==> src/rtl/core/kbp_pkg.sv <==
// Shared types and constants for the keyboard backlight policy block.
package kbp_pkg;

   localparam int unsigned LEVEL_W    = 16;
   localparam int unsigned PCT_W      = 14;
   localparam int unsigned TIMER_W    = 13;
   localparam int unsigned STYLE_W    = 2;
   localparam int unsigned COUNT_W    = 16;
   localparam int unsigned PROD_W     = LEVEL_W + PCT_W;
   localparam int unsigned CSR_IDX_W  = 3;
   localparam int unsigned CSR_DATA_W = 16;

   // level = (max_level * p + 5000) / 10000, done as (x >> 4) / 625 by a
   // reciprocal multiply; exact for every x below 2^30.
   localparam int unsigned DIV_PRE     = 4;
   localparam int unsigned SCALED_W    = PROD_W - DIV_PRE;
   localparam int unsigned RECIP_W     = 27;
   localparam int unsigned RECIP_SHIFT = 36;
   localparam int unsigned RPROD_W     = SCALED_W + RECIP_W;

   localparam logic [PCT_W-1:0]   PCT_FULL   = 14'd10000;
   localparam logic [RECIP_W-1:0] RECIP_625  = 27'd109951163;
   localparam logic [PROD_W-1:0]  ROUND_HALF = 30'd5000;
   localparam logic [COUNT_W-1:0] COUNT_MAX  = 16'hFFFF;

   localparam logic [STYLE_W-1:0] STYLE_INSTANT = 2'd0;
   localparam logic [STYLE_W-1:0] STYLE_FAST    = 2'd1;
   localparam logic [STYLE_W-1:0] STYLE_SLOW    = 2'd2;
   localparam logic               CAUSE_AUTO    = 1'b0;
   localparam logic               CAUSE_USER    = 1'b1;

   typedef enum logic [2:0] {
      CMD_TICK     = 3'd0,
      CMD_VIDEO    = 3'd1,
      CMD_DIM      = 3'd2,
      CMD_OFF      = 3'd3,
      CMD_SHUTDOWN = 3'd4,
      CMD_INCREASE = 3'd5,
      CMD_DECREASE = 3'd6,
      CMD_AMBIENT  = 3'd7
   } command_type;

   typedef enum logic [CSR_IDX_W-1:0] {
      CSR_MAX_LEVEL  = 3'd0,
      CSR_USER_MIN   = 3'd1,
      CSR_USER_DIM   = 3'd2,
      CSR_USER_MAX   = 3'd3,
      CSR_ALS_MIN    = 3'd4,
      CSR_ALS_DIM    = 3'd5,
      CSR_IGNORE_ALS = 3'd6
   } csr_index_type;

   typedef enum logic [2:0] {
      MUL_CUR   = 3'd0,
      MUL_CAP   = 3'd1,
      MUL_STEP0 = 3'd2,
      MUL_STEP1 = 3'd3,
      MUL_STEP2 = 3'd4,
      MUL_LEVEL = 3'd5
   } mul_sel_type;

   typedef struct packed {
      logic        load;
      logic        event_exec;
      logic        cur_ld;
      logic        cap_ld;
      logic        cmp;
      logic [1:0]  cmp_idx;
      logic        step_commit;
      logic        user_step;
      logic        pick;
      logic        div_init;
      logic        div_step;
      logic        finish;
      logic        publish;
      mul_sel_type mul_sel;
   } ctrl_cmd_type;

   typedef struct packed {
      logic user_cmd;
      logic step_valid;
      logic apply;
      logic out_free;
   } dp_status_type;

endpackage

==> src/rtl/core/kbp_req_if.sv <==
// Input item channel: valid/ready handshake with event payload.
interface kbp_req_if import kbp_pkg::*; ();
   logic                   valid;
   logic                   ready;
   logic [2:0]             command;
   logic                   flag;
   logic [PCT_W-1:0]       ambient_percent;

   modport source (output valid, command, flag, ambient_percent, input ready);
   modport sink   (input valid, command, flag, ambient_percent, output ready);
endinterface

==> src/rtl/core/kbp_rsp_if.sv <==
// Result item channel: valid/ready handshake with level report payload.
interface kbp_rsp_if import kbp_pkg::*; ();
   logic                   valid;
   logic                   ready;
   logic                   level_changed;
   logic [LEVEL_W-1:0]     new_level;
   logic [PCT_W-1:0]       applied_percent;
   logic [STYLE_W-1:0]     transition_style;
   logic                   change_cause;
   logic [COUNT_W-1:0]     user_adjust_count;
   logic [COUNT_W-1:0]     als_adjust_count;

   modport source (output valid, level_changed, new_level, applied_percent,
                   transition_style, change_cause, user_adjust_count,
                   als_adjust_count, input ready);
   modport sink   (input valid, level_changed, new_level, applied_percent,
                   transition_style, change_cause, user_adjust_count,
                   als_adjust_count, output ready);
endinterface

==> src/rtl/core/keyboard_backlight_policy_top.sv <==
// Top level of the keyboard backlight policy block.
// Each item runs the event step; an applied level adds the level multiply and
// reciprocal divide, a user step adds the step update, and the first user step
// adds the nearest-step search before it. One item at a time: the next is taken
// only once the result is registered, and a result stall holds it off. Reset
// (synchronous, active high) restores register defaults and the policy state.
module keyboard_backlight_policy_top import kbp_pkg::*; #(
   parameter int VIDEO_TIMEOUT_TICKS = 7000
) (
   input  logic                  clock,
   input  logic                  reset,
   kbp_req_if.sink               req_ch,
   kbp_rsp_if.source             rsp_ch,
   input  logic                  csr_write_enable,
   input  logic [CSR_IDX_W-1:0]  csr_index,
   input  logic [CSR_DATA_W-1:0] csr_write_data
);

   ctrl_cmd_type  cmd;
   dp_status_type status;

   // The controller takes an item only when idle; the datapath latches the
   // payload on the load command, so the port fields go straight across.
   kbp_ctrl u_ctrl (
      .clock     (clock),
      .reset     (reset),
      .req_valid (req_ch.valid),
      .req_ready (req_ch.ready),
      .status    (status),
      .cmd       (cmd)
   );

   kbp_datapath #(
      .VIDEO_TIMEOUT_TICKS (VIDEO_TIMEOUT_TICKS)
   ) u_datapath (
      .clock            (clock),
      .reset            (reset),
      .item_command     (req_ch.command),
      .item_flag        (req_ch.flag),
      .item_ambient     (req_ch.ambient_percent),
      .csr_write_enable (csr_write_enable),
      .csr_index        (csr_index),
      .csr_write_data   (csr_write_data),
      .cmd              (cmd),
      .status           (status),
      .rsp_ch           (rsp_ch)
   );

endmodule

==> src/rtl/core/kbp_ctrl.sv <==
// Sequencer for the backlight policy: event, step search, level divide, report.
module kbp_ctrl import kbp_pkg::*; (
   input  logic          clock,
   input  logic          reset,
   input  logic          req_valid,
   output logic          req_ready,
   input  dp_status_type status,
   output ctrl_cmd_type  cmd
);

   typedef enum logic [13:0] {
      S_IDLE  = 14'b00000000000001,
      S_EVENT = 14'b00000000000010,
      S_SCUR  = 14'b00000000000100,
      S_SCAP  = 14'b00000000001000,
      S_S0    = 14'b00000000010000,
      S_S1    = 14'b00000000100000,
      S_S2    = 14'b00000001000000,
      S_SEND  = 14'b00000010000000,
      S_USTEP = 14'b00000100000000,
      S_PICK  = 14'b00001000000000,
      S_MULW  = 14'b00010000000000,
      S_DIV   = 14'b00100000000000,
      S_FIN   = 14'b01000000000000,
      S_DONE  = 14'b10000000000000
   } state_type;

   state_type              state_ff, state_in;

   always_ff @(posedge clock) begin
      if (reset) begin
         state_ff   <= S_IDLE;
      end else begin
         state_ff   <= state_in;
      end
   end

   assign req_ready = (state_ff == S_IDLE);

   always_comb begin
      state_in   = state_ff;
      cmd        = '0;
      cmd.mul_sel = MUL_LEVEL;
      case (state_ff)
         S_IDLE: begin
            if (req_valid) begin
               cmd.load = 1'b1;
               state_in = S_EVENT;
            end
         end
         S_EVENT: begin
            cmd.event_exec = 1'b1;
            if (!status.user_cmd)       state_in = S_PICK;
            else if (status.step_valid) state_in = S_USTEP;
            else                        state_in = S_SCUR;
         end
         S_SCUR: begin
            cmd.mul_sel = MUL_CUR;
            state_in    = S_SCAP;
         end
         S_SCAP: begin
            cmd.cur_ld  = 1'b1;
            cmd.mul_sel = MUL_CAP;
            state_in    = S_S0;
         end
         S_S0: begin
            cmd.cap_ld  = 1'b1;
            cmd.mul_sel = MUL_STEP0;
            state_in    = S_S1;
         end
         S_S1: begin
            cmd.cmp     = 1'b1;
            cmd.cmp_idx = 2'd0;
            cmd.mul_sel = MUL_STEP1;
            state_in    = S_S2;
         end
         S_S2: begin
            cmd.cmp     = 1'b1;
            cmd.cmp_idx = 2'd1;
            cmd.mul_sel = MUL_STEP2;
            state_in    = S_SEND;
         end
         S_SEND: begin
            cmd.cmp         = 1'b1;
            cmd.cmp_idx     = 2'd2;
            cmd.step_commit = 1'b1;
            state_in        = S_USTEP;
         end
         S_USTEP: begin
            cmd.user_step = 1'b1;
            state_in      = S_PICK;
         end
         S_PICK: begin
            cmd.pick    = 1'b1;
            cmd.mul_sel = MUL_LEVEL;
            state_in    = status.apply ? S_MULW : S_DONE;
         end
         S_MULW: begin
            cmd.div_init = 1'b1;
            state_in     = S_DIV;
         end
         S_DIV: begin
            cmd.div_step = 1'b1;
            state_in     = S_FIN;
         end
         S_FIN: begin
            cmd.finish = 1'b1;
            state_in   = S_DONE;
         end
         S_DONE: begin
            if (status.out_free) begin
               cmd.publish = 1'b1;
               state_in    = S_IDLE;
            end
         end
         default: state_in = S_IDLE;
      endcase
   end

endmodule

==> src/rtl/core/kbp_datapath.sv <==
// Policy state, configuration, shared multiplier, level divider and result register.
module kbp_datapath import kbp_pkg::*; #(
   parameter int VIDEO_TIMEOUT_TICKS = 7000
) (
   input  logic                  clock,
   input  logic                  reset,
   input  logic [2:0]            item_command,
   input  logic                  item_flag,
   input  logic [PCT_W-1:0]      item_ambient,
   input  logic                  csr_write_enable,
   input  logic [CSR_IDX_W-1:0]  csr_index,
   input  logic [CSR_DATA_W-1:0] csr_write_data,
   input  ctrl_cmd_type          cmd,
   output dp_status_type         status,
   kbp_rsp_if.source             rsp_ch
);

   localparam logic [TIMER_W-1:0] TIMEOUT = TIMER_W'(VIDEO_TIMEOUT_TICKS);

   // configuration
   logic [LEVEL_W-1:0] max_level_ff;
   logic [PCT_W-1:0]   user_min_ff, user_dim_ff, user_max_ff, als_min_ff, als_dim_ff;
   logic               ignore_als_ff;

   // policy state
   logic               dimmed_ff, off_ff, shutdown_ff, video_ff, step_valid_ff;
   logic [TIMER_W-1:0] timer_ff;
   logic [1:0]         step_idx_ff;
   logic [PCT_W-1:0]   ambient_ff;
   logic [LEVEL_W-1:0] level_ff;
   logic [COUNT_W-1:0] user_cnt_ff, als_cnt_ff;

   // per item
   command_type        cmd_ff;
   logic               flag_ff;
   logic [PCT_W-1:0]   amb_ff;
   logic               eval_ff, full_ff, req_cause_ff;
   logic [STYLE_W-1:0] req_style_ff;
   logic               changed_ff, res_cause_ff, use_cause_ff;
   logic [PCT_W-1:0]   res_pct_ff, p_ff;
   logic [STYLE_W-1:0] res_style_ff, use_style_ff;

   // step search and divide
   logic [PROD_W-1:0]  prod_ff, cur_ff;
   logic [PROD_W:0]    best_ff;
   logic [1:0]         cand_ff;
   logic [SCALED_W-1:0] scaled_ff;
   logic [RPROD_W-1:0]  recip_prod_ff;

   // result register
   logic               out_valid_ff;
   logic               o_changed_ff, o_cause_ff;
   logic [LEVEL_W-1:0] o_level_ff;
   logic [PCT_W-1:0]   o_pct_ff;
   logic [STYLE_W-1:0] o_style_ff;
   logic [COUNT_W-1:0] o_user_ff, o_als_ff;

   logic               any_mode;
   logic [PCT_W-1:0]   step_val, undimmed, dim_pick, dim_val, p_sel, p_clamp, mul_b;
   logic [STYLE_W-1:0] style_sel;
   logic               cause_sel;
   logic [LEVEL_W-1:0] mul_a, lvl_clamp, level_calc;
   logic [PROD_W-1:0]  step_gap, div_sum;
   logic               new_best;

   assign any_mode = shutdown_ff | video_ff | off_ff | dimmed_ff;

   always_comb begin
      case (step_idx_ff)
         2'd0:    step_val = user_min_ff;
         2'd1:    step_val = user_dim_ff;
         default: step_val = user_max_ff;
      endcase
   end

   assign undimmed = step_valid_ff ? step_val : ambient_ff;
   assign dim_pick = step_valid_ff ? user_dim_ff : als_dim_ff;
   assign dim_val  = (dim_pick < undimmed) ? dim_pick : undimmed;

   // priority pick of the target percent
   always_comb begin
      p_sel     = undimmed;
      style_sel = STYLE_SLOW;
      cause_sel = CAUSE_AUTO;
      if (!full_ff) begin
         style_sel = req_style_ff;
         cause_sel = req_cause_ff;
      end else if (shutdown_ff) begin
         p_sel     = '0;
         style_sel = STYLE_INSTANT;
      end else if (video_ff || off_ff) begin
         p_sel = step_valid_ff ? user_min_ff : als_min_ff;
      end else if (dimmed_ff) begin
         p_sel = dim_val;
      end
   end

   assign p_clamp = (p_sel > PCT_FULL) ? PCT_FULL : p_sel;

   assign status.user_cmd   = (cmd_ff == CMD_INCREASE) || (cmd_ff == CMD_DECREASE);
   assign status.step_valid = step_valid_ff;
   assign status.apply      = eval_ff && (max_level_ff != '0) && (full_ff || !any_mode);
   assign status.out_free   = !out_valid_ff || rsp_ch.ready;

   // shared multiplier operands
   assign lvl_clamp = (level_ff < max_level_ff) ? level_ff : max_level_ff;
   always_comb begin
      mul_a = max_level_ff;
      case (cmd.mul_sel)
         MUL_CUR: begin
            mul_a = lvl_clamp;
            mul_b = PCT_FULL;
         end
         MUL_CAP:   mul_b = user_max_ff;
         MUL_STEP0: mul_b = user_min_ff;
         MUL_STEP1: mul_b = user_dim_ff;
         MUL_STEP2: mul_b = user_max_ff;
         MUL_LEVEL: mul_b = p_clamp;
         default:   mul_b = p_clamp;
      endcase
   end

   assign step_gap   = (cur_ff > prod_ff) ? (cur_ff - prod_ff) : (prod_ff - cur_ff);
   assign new_best   = {1'b0, step_gap} < best_ff;
   assign div_sum    = prod_ff + ROUND_HALF;
   assign level_calc = recip_prod_ff[RECIP_SHIFT +: LEVEL_W];

   always_ff @(posedge clock) begin
      prod_ff <= mul_a * mul_b;
      if (cmd.load) begin
         cmd_ff  <= command_type'(item_command);
         flag_ff <= item_flag;
         amb_ff  <= item_ambient;
      end
      if (cmd.cur_ld) cur_ff <= prod_ff;
      if (cmd.cap_ld) begin
         if (prod_ff < cur_ff) cur_ff <= prod_ff;
         best_ff <= {prod_ff, 1'b0};
         cand_ff <= 2'd0;
      end
      if (cmd.cmp && new_best) begin
         best_ff <= {1'b0, step_gap};
         cand_ff <= cmd.cmp_idx;
      end
      if (cmd.pick) begin
         p_ff         <= p_clamp;
         use_style_ff <= style_sel;
         use_cause_ff <= cause_sel;
      end
      // divide by 10000: drop the factor 16, then multiply by 2^36/625
      if (cmd.div_init) scaled_ff <= div_sum[PROD_W-1:DIV_PRE];
      if (cmd.div_step) recip_prod_ff <= scaled_ff * RECIP_625;
      if (cmd.publish) begin
         o_changed_ff <= changed_ff;
         o_level_ff   <= level_ff;
         o_pct_ff     <= res_pct_ff;
         o_style_ff   <= res_style_ff;
         o_cause_ff   <= res_cause_ff;
         o_user_ff    <= user_cnt_ff;
         o_als_ff     <= als_cnt_ff;
      end
   end

   always_ff @(posedge clock) begin
      if (reset) begin
         max_level_ff  <= 16'd100;
         user_min_ff   <= '0;
         user_dim_ff   <= 14'd1000;
         user_max_ff   <= PCT_FULL;
         als_min_ff    <= '0;
         als_dim_ff    <= 14'd1000;
         ignore_als_ff <= 1'b0;
      end else if (csr_write_enable) begin
         case (csr_index)
            CSR_MAX_LEVEL:  max_level_ff  <= csr_write_data;
            CSR_USER_MIN:   user_min_ff   <= csr_write_data[PCT_W-1:0];
            CSR_USER_DIM:   user_dim_ff   <= csr_write_data[PCT_W-1:0];
            CSR_USER_MAX:   user_max_ff   <= csr_write_data[PCT_W-1:0];
            CSR_ALS_MIN:    als_min_ff    <= csr_write_data[PCT_W-1:0];
            CSR_ALS_DIM:    als_dim_ff    <= csr_write_data[PCT_W-1:0];
            CSR_IGNORE_ALS: ignore_als_ff <= csr_write_data[0];
            default: ;
         endcase
      end
   end

   always_ff @(posedge clock) begin
      if (reset) begin
         dimmed_ff     <= 1'b0;
         off_ff        <= 1'b0;
         shutdown_ff   <= 1'b0;
         video_ff      <= 1'b0;
         timer_ff      <= '0;
         step_valid_ff <= 1'b0;
         step_idx_ff   <= 2'd0;
         ambient_ff    <= PCT_FULL;
         level_ff      <= '0;
         user_cnt_ff   <= '0;
         als_cnt_ff    <= '0;
         eval_ff       <= 1'b0;
         full_ff       <= 1'b1;
         req_style_ff  <= STYLE_SLOW;
         req_cause_ff  <= CAUSE_AUTO;
         changed_ff    <= 1'b0;
         res_pct_ff    <= '0;
         res_style_ff  <= STYLE_INSTANT;
         res_cause_ff  <= CAUSE_AUTO;
         out_valid_ff  <= 1'b0;
      end else begin
         if (cmd.load) begin
            eval_ff      <= 1'b0;
            full_ff      <= 1'b1;
            changed_ff   <= 1'b0;
            res_pct_ff   <= '0;
            res_style_ff <= STYLE_INSTANT;
            res_cause_ff <= CAUSE_AUTO;
         end
         if (cmd.event_exec) begin
            case (cmd_ff)
               CMD_TICK: begin
                  if (timer_ff != '0) begin
                     timer_ff <= timer_ff - 1'b1;
                     if (timer_ff == TIMER_W'(1)) begin
                        video_ff <= 1'b0;
                        eval_ff  <= 1'b1;
                     end
                  end
               end
               CMD_VIDEO: begin
                  if (flag_ff != video_ff) begin
                     video_ff <= flag_ff;
                     eval_ff  <= 1'b1;
                  end
                  timer_ff <= flag_ff ? TIMEOUT : '0;
               end
               CMD_DIM: begin
                  if (flag_ff != dimmed_ff) begin
                     dimmed_ff <= flag_ff;
                     eval_ff   <= 1'b1;
                  end
               end
               CMD_OFF: begin
                  if (flag_ff != off_ff) begin
                     off_ff  <= flag_ff;
                     eval_ff <= 1'b1;
                  end
               end
               CMD_SHUTDOWN: begin
                  if (flag_ff != shutdown_ff) begin
                     shutdown_ff <= flag_ff;
                     eval_ff     <= 1'b1;
                  end
               end
               CMD_AMBIENT: begin
                  if (!ignore_als_ff) begin
                     ambient_ff   <= amb_ff;
                     if (als_cnt_ff != COUNT_MAX) als_cnt_ff <= als_cnt_ff + 1'b1;
                     eval_ff      <= 1'b1;
                     full_ff      <= 1'b0;
                     req_style_ff <= STYLE_SLOW;
                     req_cause_ff <= CAUSE_AUTO;
                  end
               end
               default: ;
            endcase
         end
         if (cmd.step_commit) begin
            step_idx_ff   <= new_best ? cmd.cmp_idx : cand_ff;
            step_valid_ff <= 1'b1;
         end
         if (cmd.user_step) begin
            if (cmd_ff == CMD_INCREASE) begin
               if ((!flag_ff || step_idx_ff == 2'd0) && step_idx_ff < 2'd2)
                  step_idx_ff <= step_idx_ff + 1'b1;
            end else if (step_idx_ff > (flag_ff ? 2'd0 : 2'd1)) begin
               step_idx_ff <= step_idx_ff - 1'b1;
            end
            if (user_cnt_ff != COUNT_MAX) user_cnt_ff <= user_cnt_ff + 1'b1;
            eval_ff      <= 1'b1;
            full_ff      <= 1'b0;
            req_style_ff <= STYLE_FAST;
            req_cause_ff <= CAUSE_USER;
         end
         if (cmd.finish && level_calc != level_ff) begin
            level_ff     <= level_calc;
            changed_ff   <= 1'b1;
            res_pct_ff   <= p_ff;
            res_style_ff <= use_style_ff;
            res_cause_ff <= use_cause_ff;
         end
         if (cmd.publish)          out_valid_ff <= 1'b1;
         else if (rsp_ch.ready)    out_valid_ff <= 1'b0;
      end
   end

   assign rsp_ch.valid             = out_valid_ff;
   assign rsp_ch.level_changed     = o_changed_ff;
   assign rsp_ch.new_level         = o_level_ff;
   assign rsp_ch.applied_percent   = o_pct_ff;
   assign rsp_ch.transition_style  = o_style_ff;
   assign rsp_ch.change_cause      = o_cause_ff;
   assign rsp_ch.user_adjust_count = o_user_ff;
   assign rsp_ch.als_adjust_count  = o_als_ff;

endmodule

==> src/flat_wrapper.sv <==
// flat-port wrapper written by rule: the top's interface ports become plain ports
module keyboard_backlight_policy_top_flat import kbp_pkg::*;
#(
   parameter int VIDEO_TIMEOUT_TICKS = 7000
)
  (clock, reset, csr_write_enable, csr_index, csr_write_data, req_ch_valid, req_ch_command, req_ch_flag, req_ch_ambient_percent, req_ch_ready, rsp_ch_valid, rsp_ch_level_changed, rsp_ch_new_level, rsp_ch_applied_percent, rsp_ch_transition_style, rsp_ch_change_cause, rsp_ch_user_adjust_count, rsp_ch_als_adjust_count, rsp_ch_ready);
  kbp_req_if req_ch_i ();
  kbp_rsp_if rsp_ch_i ();
  input  logic clock;
  input  logic reset;
  input  logic csr_write_enable;
  input  logic [CSR_IDX_W-1:0] csr_index;
  input  logic [CSR_DATA_W-1:0] csr_write_data;
  input wire logic [$bits(req_ch_i.valid)-1:0] req_ch_valid;
  input wire logic [$bits(req_ch_i.command)-1:0] req_ch_command;
  input wire logic [$bits(req_ch_i.flag)-1:0] req_ch_flag;
  input wire logic [$bits(req_ch_i.ambient_percent)-1:0] req_ch_ambient_percent;
  output wire logic [$bits(req_ch_i.ready)-1:0] req_ch_ready;
  output wire logic [$bits(rsp_ch_i.valid)-1:0] rsp_ch_valid;
  output wire logic [$bits(rsp_ch_i.level_changed)-1:0] rsp_ch_level_changed;
  output wire logic [$bits(rsp_ch_i.new_level)-1:0] rsp_ch_new_level;
  output wire logic [$bits(rsp_ch_i.applied_percent)-1:0] rsp_ch_applied_percent;
  output wire logic [$bits(rsp_ch_i.transition_style)-1:0] rsp_ch_transition_style;
  output wire logic [$bits(rsp_ch_i.change_cause)-1:0] rsp_ch_change_cause;
  output wire logic [$bits(rsp_ch_i.user_adjust_count)-1:0] rsp_ch_user_adjust_count;
  output wire logic [$bits(rsp_ch_i.als_adjust_count)-1:0] rsp_ch_als_adjust_count;
  input wire logic [$bits(rsp_ch_i.ready)-1:0] rsp_ch_ready;
  assign req_ch_i.valid = req_ch_valid;
  assign req_ch_i.command = req_ch_command;
  assign req_ch_i.flag = req_ch_flag;
  assign req_ch_i.ambient_percent = req_ch_ambient_percent;
  assign req_ch_ready = req_ch_i.ready;
  assign rsp_ch_valid = rsp_ch_i.valid;
  assign rsp_ch_level_changed = rsp_ch_i.level_changed;
  assign rsp_ch_new_level = rsp_ch_i.new_level;
  assign rsp_ch_applied_percent = rsp_ch_i.applied_percent;
  assign rsp_ch_transition_style = rsp_ch_i.transition_style;
  assign rsp_ch_change_cause = rsp_ch_i.change_cause;
  assign rsp_ch_user_adjust_count = rsp_ch_i.user_adjust_count;
  assign rsp_ch_als_adjust_count = rsp_ch_i.als_adjust_count;
  assign rsp_ch_i.ready = rsp_ch_ready;
  keyboard_backlight_policy_top #(.VIDEO_TIMEOUT_TICKS(VIDEO_TIMEOUT_TICKS)) u_core (.clock(clock), .reset(reset), .req_ch(req_ch_i), .rsp_ch(rsp_ch_i), .csr_write_enable(csr_write_enable), .csr_index(csr_index), .csr_write_data(csr_write_data));
endmodule
==> config.mk <==
export PLATFORM = sky130hd
export DESIGN_NAME = keyboard_backlight_policy_top_flat
export DESIGN_NICKNAME = d
export VERILOG_FILES = /design/src/rtl/core/kbp_pkg.sv /design/src/rtl/core/kbp_req_if.sv /design/src/rtl/core/kbp_rsp_if.sv /design/src/rtl/core/keyboard_backlight_policy_top.sv /design/src/rtl/core/kbp_ctrl.sv /design/src/rtl/core/kbp_datapath.sv /design/src/flat_wrapper.sv
export SDC_FILE = /design/constraint.sdc
export NUM_CORES = 2
export LEC_CHECK = 0
export ABC_AREA = 1
export BUFFER_PORTS_ARGS = -buffer_cell sky130_fd_sc_hd__buf_2
export CORE_MARGIN = 2
export CORE_UTILIZATION = 36
export DETAILED_ROUTE_END_ITERATION = 8
export SLEW_MARGIN = 20
export SYNTH_ARGS = -nofsm -noshare
export SYNTH_HDL_FRONTEND = slang
export SYNTH_HIERARCHICAL = 1
export SYNTH_SLANG_ARGS = --single-unit
export TNS_END_PERCENT = 1
==> constraint.sdc <==
create_clock -name clock -period 18.15 [get_ports clock]
set_input_delay 0.9075 -clock clock [delete_from_list [all_inputs] [get_ports clock]]
set_output_delay 0.9075 -clock clock [all_outputs]
set_load 0.1 [all_outputs]
==> impl_results.md <==
* Fmax at around 92 MHz
* Final worst path period share at 60.1%
* WHS Path Cells at 0
* Final min period at 10910 ps
* Top FF cell, synth: dfxtp_1
* DIE AREA at 121000 µm²
* Max-capacitance violation count at 0
* Max_slew headroom at 34.0%
* Synth Area per Inst at 8.44 µm²
* Starting Density at 36.2%
* Seq cells post-synth at 439
* Longest Clk Path Bufs at 3
* Clock H-tree levels at 2
* Worst stage delay on the critical path at roughly 580 ps
* Async set-reset flop share out of synthesis at 0%
* Worst-Margin Slew at 986 ps
* Critical path class: flip-flop to flip-flop
* Largest net degree at the start of global routing at 82
* Rows at 126
* Total track usage at between 20% and 30%
* Floorplan core area at 117000 µm²
* Top cells by count, synth: 1089 x inv_1, 655 x nand2_1, 474 x ha_1
* Fin nets at around 6000
* CP required at 18700 ps
* Clock Latency Late Sink at 630 ps
* Synth-to-Final Area Change at 9.32%
* Cell with the most instances after synthesis: inv_1
* Die Span X at ~350 µm
* Hold-fix buffers, CTS at 0
* Via/cell ratio at 5.07
* Resized cells post-CTS at 0
* DRC viols at 0
* Number of antenna-violating nets in the routed design at 0
* Peak VDD IR at 0.0000700 V
* Fin. max-slew vios at 0
* LEAKAGE at 0.0224 µW
* Clock skew at 18.4 ps
* CTS tree: yes
* Clock Sinks at 439
* Boundary Pins at 110
* Worst Hold Class: flip-flop to flip-flop
* Synthesized instance count at approximately 5000
* Crit Path Max Fanout at 18
* Gpl congestion at 0.957
* Final setup viols at 0
* Worst hold slack at 434 ps
* Clock-pin slew on the worst setup and hold paths at 70 ps
* GR Overflow Total at 0
* CP max-delay cell: ha_1
* Worst Setup End Kind: flip-flop
* Ys Warns at 6
* Post-Syn Nets at between 6000 and 7000
* CP dominant cell by count: inv_1
* Setup TNS at 0 ps
* Layout cell share with drive strength beyond 1 at 5.84%
* Hold Vio Cnt, Final at 0
* Initial antenna violation count at 4
* Die H at 347 µm
* Power per standard cell area at 65.7 nW/µm²
* Synth area leaders: fa_1 22%, ha_1 14%, dfxtp_1 13%
* DR iter-0 viols at between 2000 and 3000
* Vias in the first global route at about 34000
* Number of synthesized flops with an enable pin at around 170
* Status: finished, final reports clean
* R2R depth at 52
* Wire per inst at 19.2 µm
* Syn Std Cell Area at 42500 µm²
* HPWL Detailed at 105000 µm
* Clock buffer count from CTS at between 40 and 50
* Data arrival, critical path at 11460 ps
* Pre-Repair DR Iteration Count at 8
* Total number of vias at 33900
* RSZ-0062 raised after global routing: false
* First-pass GRT wire length at 200000 µm
* Setup repair bufs after CTS at 0
* Yosys cell types at 60
* Root buf cell: clkbuf_16
* Seq/Total Area, Yosys at 24.8%
* Port Buf Inserts at 109
* Dominant cell type by area after synthesis: fa_1
* Synth top area share at 22.1%
* Final WL at 128000 µm
* Critical Path Start Type: flip-flop
## kinds of logic after synthesis
group,Yosys count,synth area share [%]
flip-flops,439,24.8
AO/OA/AOI/OAI,889,11.5
XOR/XNOR,115,2.37
multiplexers,3,0.0707
adder cells (fa/ha/maj),942,36.0
buffers and inverters,1215,11.0
AND/OR/NAND/NOR,1429,14.3
## power by group
group	internal [µW]	switching, µW
registers	1070	59.5
logic	293	562
clock network	614	447
total	1980	1070
## layer usage
layer | part of all wire (%) | GRT usage (%) | up-vias
li1 | - | - | 16200
met1 | 45 | 29.4 | 16600
met2 | 46 | 35.1 | 965
met3 | 5.6 | 2.47 | 182
met4 | 2.7 | 5.65 | 2
met5 | 0.010 | 0 | -
## sequential cells by signal, summed over array words and instances, names as in the netlist, 14 cells and up
signal and cells:
u_core/u_datapath/best_ff 31, u_core/u_datapath/cur_ff 30, u_core/u_datapath/prod_ff 30, u_core/u_datapath/scaled_ff 26
u_core/u_datapath/als_cnt_ff 16, u_core/u_datapath/level_ff 16, u_core/u_datapath/max_level_ff 16, u_core/u_datapath/recip_prod_ff 16
u_core/u_datapath/rsp_ch.als_adjust_count 16, u_core/u_datapath/rsp_ch.new_level 16, u_core/u_datapath/rsp_ch.user_adjust_count 16, u_core/u_datapath/user_cnt_ff 16
u_core/u_ctrl/state_ff 14, u_core/u_datapath/als_dim_ff 14, u_core/u_datapath/als_min_ff 14, u_core/u_datapath/amb_ff 14
u_core/u_datapath/ambient_ff 14, u_core/u_datapath/p_ff 14, u_core/u_datapath/res_pct_ff 14, u_core/u_datapath/rsp_ch.applied_percent 14
u_core/u_datapath/user_dim_ff 14, u_core/u_datapath/user_max_ff 14, u_core/u_datapath/user_min_ff 14
## critical path: cells and delay by family (launching register included)
kind	cells	cell delay [ps]
flip-flops	1	320
buffers and inverters	11	690
XOR/XNOR	1	170
AND/OR/NAND/NOR	21	2890
AO/OA/AOI/OAI	10	2420
adder cells (fa/ha/maj)	9	4340
## cell usage in the layout (no fill, tap or decap), types with 21 or more instances in the layout
| master | count |
|---|---|
| inv_1 | 1087 |
| nand2_1 | 654 |
| ha_1 | 474 |
| fa_1 | 468 |
| nor2_1 | 418 |
| o21ai_0 | 368 |
| a21oi_1 | 360 |
| dfxtp_1 | 266 |
| nand3_1 | 209 |
| edfxtp_1 | 173 |
| buf_2 | 109 |
| xor2_1 | 79 |
| clkbuf_16 | 50 |
| xnor2_1 | 36 |
| buf_4 | 33 |
| nor3_1 | 33 |
| nand4_1 | 27 |
| o211ai_1 | 23 |
| a221oi_1 | 21 |
## area by class of cell
cell class | instances | area [µm²]
Antenna cell | 1 | 2.50
Clock buffer | 64 | 1370
Clock inverter | 28 | 350
Fill cell | 11900 | 71000
Inverter | 1100 | 4130
Multi-Input combinational cell | 3378 | 27300
Sequential cell | 439 | 10500
Tap cell | 1536 | 1920
Timing Repair Buffer | 142 | 793
## per-stage QoR
stage	util (%)	cell area [µm²]	power [µW]	cells	worst slack, ps
final	39.5	46400	3050	6688	7240
after global routing	39.5	46400	3230	6687	6470
after CTS	39.5	46400	3070	6687	7350
after detailed placement	38.0	44700	2010	6595	7390
after global placement	38.0	44700	2000	6595	7470
after floorplan	-	42500	1750	5032	8770
## final timing paths
kind,from,end,slack [ps]
setup reg to reg,u_core/u_datapath/step_idx_ff[1]$_SDFF_PP0_,u_core/u_datapath/prod_ff[28]$_DFF_P_,7240
hold / removal,u_core/u_datapath/changed_ff$_SDFFE_PP0P_,u_core/u_datapath/rsp_ch.level_changed$_DFFE_PP_,430
setup / recovery,u_core/u_datapath/step_idx_ff[1]$_SDFF_PP0_,u_core/u_datapath/prod_ff[28]$_DFF_P_,7240
hold reg to reg,u_core/u_datapath/changed_ff$_SDFFE_PP0P_,u_core/u_datapath/rsp_ch.level_changed$_DFFE_PP_,430
Power figures use the tool's default switching activity.
